$ cat config.mk
export PLATFORM = sky130hd
export DESIGN_NAME = rtcm_parser
export DESIGN_NICKNAME = d
export VERILOG_FILES = /design/src/rtl/rtcm_pkg.sv /design/src/rtl/rtcm_parser.sv
export SDC_FILE = /design/constraint.sdc
export NUM_CORES = 1
export LEC_CHECK = 0
export BUFFER_PORTS_ARGS = -buffer_cell sky130_fd_sc_hd__buf_2
export CAP_MARGIN = 10
export CORE_ASPECT_RATIO = 1.1
export CORE_MARGIN = 10
export CORE_UTILIZATION = 59
export DETAILED_ROUTE_END_ITERATION = 10
export PLACE_DENSITY = 0.87
export SLEW_MARGIN = 40
export SYNTH_ARGS = -nofsm -noshare
export SYNTH_HDL_FRONTEND = slang
export SYNTH_SLANG_ARGS = --single-unit
$ cat constraint.sdc
create_clock -name clk -period 11.3 [get_ports clk]
set_clock_uncertainty 0.1 [all_clocks]
set_input_delay 1.13 -clock clk [delete_from_list [all_inputs] [get_ports clk]]
set_output_delay 1.13 -clock clk [all_outputs]
set_load 0.03 [all_outputs]
$ cat src/rtl/rtcm_pkg.sv
// Shared types, constants and the CRC24Q byte update for the RTCM3 frame checker.
// No dependencies; every other file in rtl/ imports this package.
package rtcm_pkg;

  localparam int NUM_RELAY = 6;

  localparam logic [7:0]  PREAMBLE    = 8'hD3;
  localparam logic [23:0] CRC_POLY    = 24'h864CFB;
  localparam logic [10:0] HDR_BYTES   = 11'd3;
  localparam logic [10:0] CRC_BYTES   = 11'd3;

  localparam int CFG_IDX_W = 3;
  localparam logic [CFG_IDX_W-1:0] CFG_MAX_LEN = 3'd0;
  localparam logic [CFG_IDX_W-1:0] CFG_RELAY_A = 3'd1;
  localparam logic [CFG_IDX_W-1:0] CFG_RELAY_B = 3'd2;
  localparam logic [CFG_IDX_W-1:0] CFG_RELAY_C = 3'd3;
  localparam logic [CFG_IDX_W-1:0] CFG_RELAY_D = 3'd4;
  localparam logic [CFG_IDX_W-1:0] CFG_RELAY_E = 3'd5;
  localparam logic [CFG_IDX_W-1:0] CFG_RELAY_F = 3'd6;

  localparam int CFG_DATA_W = 12;

  typedef struct packed {
    logic [9:0]                  max_len;
    logic [NUM_RELAY-1:0][11:0]  relay_type;
  } rtcm_cfg_t;

  typedef struct packed {
    logic       valid;
    logic [7:0] data;
  } rtcm_byte_req_t;

  typedef struct packed {
    logic        in_frame;
    logic        frame_done;
    logic        frame_abort;
    logic        crc_ok;
    logic [11:0] msg_type;
    logic        relay;
    logic [10:0] frame_bytes;
    logic [31:0] frames_seen;
    logic [31:0] frames_relayed;
  } rtcm_result_t;

  // CRC24Q, MSB first, one byte per call
  function automatic logic [23:0] crc24q_byte(input logic [23:0] crc, input logic [7:0] b);
    logic [23:0] c;
    c = crc ^ {b, 16'h0000};
    for (int i = 0; i < 8; i++) begin
      c = c[23] ? ({c[22:0], 1'b0} ^ CRC_POLY) : {c[22:0], 1'b0};
    end
    return c;
  endfunction

endpackage

$ cat src/rtl/rtcm_parser.sv
// Frame state, per-byte CRC24Q step, relay match, counters and the result register.
// Depends on rtcm_pkg.
module rtcm_parser #(
  parameter int MIN_FRAME_BYTES = 6
) (
  input  logic                     clk,
  input  logic                     rst,
  input  rtcm_pkg::rtcm_byte_req_t req,
  output logic                     take,
  input  rtcm_pkg::rtcm_cfg_t      cfg,
  output logic                     out_valid,
  input  logic                     out_ready,
  output rtcm_pkg::rtcm_result_t   res
);
  import rtcm_pkg::*;

  localparam logic [10:0] MIN_POS = 11'(MIN_FRAME_BYTES);

  logic        collecting;
  logic [10:0] byte_pos;
  logic [9:0]  payload_len;
  logic [11:0] type_reg;
  logic [23:0] crc_run;
  logic [23:0] crc_rx;
  logic [31:0] seen_count;
  logic [31:0] relayed_count;

  logic        advance;
  logic [7:0]  b;
  logic        start, active;
  logic [10:0] pos, pos_next, body;
  logic [9:0]  plen_base, plen_next;
  logic [11:0] type_base, type_next;
  logic [23:0] crc_base, crc_next, rx_base, rx_next;
  logic        feed, past_min, abort_c, done_c, ok_c, rel_c;
  logic        collecting_next;
  logic [31:0] seen_next, relayed_next;

  function automatic logic type_listed(input logic [NUM_RELAY-1:0][11:0] list,
                                       input logic [11:0] t);
    logic hit;
    hit = 1'b0;
    for (int i = 0; i < NUM_RELAY; i++) begin
      if (list[i] != 12'h000 && list[i] == t) hit = 1'b1;
    end
    return hit;
  endfunction

  assign take    = !out_valid || out_ready;
  assign advance = req.valid && take;
  assign b       = req.data;

  always_comb begin
    start     = !collecting && (b == PREAMBLE);
    active    = collecting || start;
    pos       = start ? 11'd0  : byte_pos;
    plen_base = start ? 10'd0  : payload_len;
    type_base = start ? 12'd0  : type_reg;
    crc_base  = start ? 24'd0  : crc_run;
    rx_base   = start ? 24'd0  : crc_rx;

    if (pos == 11'd1)      plen_next = {b[1:0], 8'h00};
    else if (pos == 11'd2) plen_next = plen_base | {2'b00, b};
    else                   plen_next = plen_base;

    if (pos == 11'd3)      type_next = {b, 4'h0};
    else if (pos == 11'd4) type_next = type_base | {8'h00, b[7:4]};
    else                   type_next = type_base;

    body = {1'b0, plen_next} + HDR_BYTES;
    feed = (pos < HDR_BYTES) || (pos < body);
    crc_next = feed ? crc24q_byte(crc_base, b) : crc_base;
    rx_next  = feed ? rx_base : {rx_base[15:0], b};

    pos_next = pos + 11'd1;
    past_min = active && (pos_next >= MIN_POS);
    abort_c  = past_min && (plen_next > cfg.max_len);
    done_c   = past_min && !abort_c && (pos_next >= body + CRC_BYTES);
    ok_c     = done_c && (crc_next == rx_next);
    rel_c    = ok_c && type_listed(cfg.relay_type, type_next);

    collecting_next = active && !abort_c && !done_c;
    seen_next       = seen_count + {31'd0, done_c};
    relayed_next    = relayed_count + {31'd0, rel_c};
  end

  always_ff @(posedge clk) begin
    if (rst) begin
      collecting    <= 1'b0;
      byte_pos      <= '0;
      payload_len   <= '0;
      type_reg      <= '0;
      crc_run       <= '0;
      crc_rx        <= '0;
      seen_count    <= '0;
      relayed_count <= '0;
      out_valid     <= 1'b0;
    end else begin
      if (advance) begin
        collecting    <= collecting_next;
        seen_count    <= seen_next;
        relayed_count <= relayed_next;
        if (active) begin
          byte_pos    <= pos_next;
          payload_len <= plen_next;
          type_reg    <= type_next;
          crc_run     <= crc_next;
          crc_rx      <= rx_next;
        end
        out_valid <= 1'b1;
      end else if (out_ready) begin
        out_valid <= 1'b0;
      end
    end
  end

  always_ff @(posedge clk) begin
    if (advance) begin
      res.in_frame       <= active;
      res.frame_done     <= done_c;
      res.frame_abort    <= abort_c;
      res.crc_ok         <= ok_c;
      res.msg_type       <= done_c ? type_next : 12'd0;
      res.relay          <= rel_c;
      res.frame_bytes    <= done_c ? pos_next : 11'd0;
      res.frames_seen    <= seen_next;
      res.frames_relayed <= relayed_next;
    end
  end

`ifndef SYNTHESIS
  a_done_xor_abort: assert property (@(posedge clk) disable iff (rst)
    out_valid |-> !(res.frame_done && res.frame_abort))
    else $error("frame_done and frame_abort set together");

  a_verdict_needs_done: assert property (@(posedge clk) disable iff (rst)
    (out_valid && (res.crc_ok || res.relay || res.msg_type != 12'd0)) |-> res.frame_done)
    else $error("frame verdict without frame_done");

  a_done_shape: assert property (@(posedge clk) disable iff (rst)
    (out_valid && res.frame_done) |-> (res.in_frame && res.frame_bytes >= 11'd6))
    else $error("completed frame shorter than header plus CRC");

  a_seen_count: assert property (@(posedge clk) disable iff (rst)
    advance |=> seen_count == $past(seen_count) + {31'd0, $past(done_c)})
    else $error("frame counter out of step with frame_done");

  a_idle_after_end: assert property (@(posedge clk) disable iff (rst)
    (advance && (done_c || abort_c)) |=> !collecting)
    else $error("still collecting after frame end");
`endif

endmodule

==> impl_results.rst <==
.. list-table::
   :header-rows: 1

   * - Metric
     - Value
   * - Fraction of the yosys area taken by sequential cells
     - between 30% and 40%
   * - Cell type with the highest occurrence count on the critical path
     - nor2_1
   * - Share of synthesized area spent on multiplexers
     - 1.29%
   * - Mapped cell area
     - between 10000 and 15000 um2
   * - Crit path arrival time
     - ~9700 ps
   * - Number of inserted diodes
     - 0
   * - Worst hold start
     - type_reg[3]
   * - Full die area
     - a little over 30000 um2
   * - Largest vdd supply drop
     - between 0.00009 and 0.0001 V
   * - Min-Delay Path Class
     - reg2reg
   * - Setup repair after global routing missed its margin
     - false
   * - Wirelength per Cell
     - 19.6 um
   * - Vias in the first global route
     - 12400
   * - Remaining antenna violation count
     - 0
   * - F_max
     - between 100 and 150 MHz
   * - Top register by number of flip-flops
     - res
   * - HPWL Detailed
     - roughly 29000 um
   * - Pre-Repair DR Iteration Count
     - 6
   * - Synthesized net count
     - about 1700
   * - Largest stage delay, worst path
     - ~700 ps
   * - Cts bufs inserted
     - 25
   * - Multi-input gate area in the final layout
     - between 8000 and 9000 um2
   * - Effective utilization at floorplan
     - approximately three fifths
   * - Average via count per standard cell
     - between 6 and 7
   * - Crit path max fanout
     - 22
   * - Antenna violations before repair
     - 0
   * - Post-route clock period utilization
     - between 80% and 90%
   * - Slew @ Worst Pin
     - between 900 and 1000 ps
   * - Detailed-route via count
     - roughly 13000
   * - Global route total overflow
     - 0
   * - Top Registers
     - res (92), relayed_count (32), seen_count (32)
   * - Pwr Total
     - between 1.5 and 2 mW
   * - Die X
     - about 170 um
   * - Pin count of the biggest net entering global routing
     - between 90 and 100
   * - Number of buffers inserted to repair setup after CTS
     - 0
   * - Endpoint kind of the worst setup timing path
     - flop
   * - DRC viols
     - 0
   * - Wire length of the first global-routing pass
     - 64500 um
   * - Dominant register cell in the synthesized netlist
     - dfxtp_1
   * - CP Data Required Time
     - 11480 ps
   * - Post-Synth XOR/XNOR Area
     - approximately 18%
   * - Post-cts repair resize count
     - 0
   * - Sinks on Clock Net
     - about 240
   * - Final setup violation count
     - 0
   * - Power density of the placed cells
     - ~120 nW/um2
   * - Avg Inst Size Synth
     - 8.92 um2
   * - Total count of hold-check failures in the final report
     - 0
   * - IO Port Bufs
     - between 150 and 200
   * - Worst Setup Slack post-DPL
     - ~1200 ps
   * - Layout cells sized above 1
     - around 16%
   * - Standard cell core area
     - 23800 um2
   * - Kind of start point of the critical path
     - flop
   * - Nets
     - between 1500 and 2000
   * - Register Area
     - roughly 5700 um2
   * - Outcome
     - finished clean
   * - Iteration-0 DRC Markers
     - between 1000 and 1500
   * - Static leakage
     - around 6.4 nW
   * - Count of flip-flops with a built-in enable after synthesis
     - slightly above 90
   * - Number of fill cells
     - about 1900
   * - Max_slew headroom
     - between 30 and 40%
   * - Final worst-path setup slack
     - approximately 1800 ps
   * - Count of boundary I/O pins
     - 188
   * - Area share of and/or/nand/nor cells after synthesis
     - 21.4%
   * - Rows
     - 59
   * - Relative area change from synthesis to final layout
     - 13.1%
   * - Cts-stage hold buffer count
     - 0
   * - Post-synthesis compound-gate area fraction
     - between 10% and 20%
   * - Synth cell types
     - 85
   * - Number of flip-flops under the largest register name
     - 92
   * - Leading cell types in the layout, fill and taps excluded
     - nor2_1, buf_2, nand2_1
   * - Origin of the critical flop-to-flop path
     - byte_pos[3]
   * - Reg clk slew, reported paths
     - about 60 ps
   * - Shortest clock period the worst path allows after layout
     - between 9000 and 10000 ps
   * - Clk root buf
     - clkbuf_16
   * - Wirelength, routed
     - a little over 40000 um
   * - Final number of max-transition violations
     - 0
   * - Number of flip-flops and latches in the synthesized netlist
     - about 240
   * - Largest family of logic cells by synthesized area
     - simple AND/OR/NAND/NOR gates
   * - Slowest stage cell on the critical path
     - nor4_4
   * - Synth Area in Adders
     - between 3 and 4%
   * - Clk Latency, worst-skew pair
     - between 500 and 600 ps
   * - Final-layout worst hold slack
     - 355 ps
   * - Leading cell type in the layout, fill and taps excluded
     - nor2_1
   * - Synthesized instance count
     - roughly 1600
   * - Global router's overall resource usage
     - between 20% and 30%
   * - Origin of the worst setup path
     - byte_pos[3]
   * - Die Span Y
     - between 150 and 200 um
   * - Classification of the worst setup path
     - reg2reg
   * - CTS tree
     - built
   * - Number of maximum-capacitance constraint violations
     - 0
   * - YS warnings
     - 0
   * - Max clock buf depth
     - 3
   * - H-tree level count
     - 1
   * - Final-layout setup total negative slack
     - 0 ps
   * - Post-synth ARST share
     - 0%
   * - Final Wtd Congestion
     - between 0.9 and 1
## synth_stat cells, types with 15 or more instances
cell | count | area [um2]
nor2_1 | 194 | 728
nand2_1 | 160 | 601
dfxtp_1 | 147 | 2940
xnor2_1 | 137 | 1200
xor2_1 | 124 | 1090
a21oi_1 | 98 | 490
edfxtp_1 | 92 | 2760
clkbuf_1 | 74 | 278
nand3_1 | 52 | 260
nor3_1 | 42 | 210
inv_1 | 40 | 150
ha_1 | 39 | 488
o21ai_0 | 38 | 190
nor4_1 | 33 | 206
and2_1 | 29 | 181
or3_1 | 26 | 163
a22oi_1 | 24 | 180
and3_1 | 22 | 138
nand4_1 | 22 | 138
a211oi_1 | 20 | 150
mux2i_1 | 15 | 150
## critical path: cells and delay by family, from the launching register on
family | cells | cell delay (ps)
flops | 1 | 380
fa+ha+maj | 3 | 780
xor+xnor | 2 | 410
buf+inv | 2 | 350
compound gates | 7 | 2650
simple gates | 20 | 4590
## per-layer routing
metal	up-vias	GRT usage, %	part of all wire [%]
met3	120	5.20	9.7
met2	688	41.8	47
met1	5949	31.0	40
met5	-	0	0
met4	0	8.53	3.4
li1	5940	-	-
## power by group
part / total (mW) / switching, mW / leakage (nW) / internal [mW]
registers: 0.915 / 0.00528 / 2.10 / 0.910
logic: 0.252 / 0.155 / 3.86 / 0.0975
clock network: 0.833 / 0.354 / 0.404 / 0.479
total: 2.00 / 0.514 / 6.37 / 1.49
## worst paths after layout
kind                 end  slack, ps  cells past startpoint
max              res[31]       1790                     34
min          type_reg[3]        360                      2
max reg2reg      res[31]       1790                     34
min reg2reg  type_reg[3]        360                      2
## stage by stage
step	cells	util, %	area (um2)
6_report	2070	68.4	16300
5_1_grt	2070	68.4	16300
3_5_place_dp	2024	64.8	15500
3_3_place_gp	2024	64.7	15400
2_1_floorplan	1616	-	14400
4_1_cts	2070	68.3	16300
## cell type report
type | instances | area share (%)
Clock buffer | 29 | 3.93
Clock inverter | 17 | 1.10
Inverter | 41 | 0.959
Multi-Input combinational cell | 1243 | 50.4
Sequential cell | 239 | 35.0
Tap cell | 305 | 2.34
Timing Repair Buffer | 196 | 6.23
## cells by family after synthesis
kind of cell	count (synthesis)
AO/OA/AOI/OAI	279
XOR/XNOR	274
adder cells (fa/ha/maj)	39
buffers and inverters	134
flip-flops	239
multiplexers	18
AND/OR/NAND/NOR	633
Power figures use the tool's default switching activity.
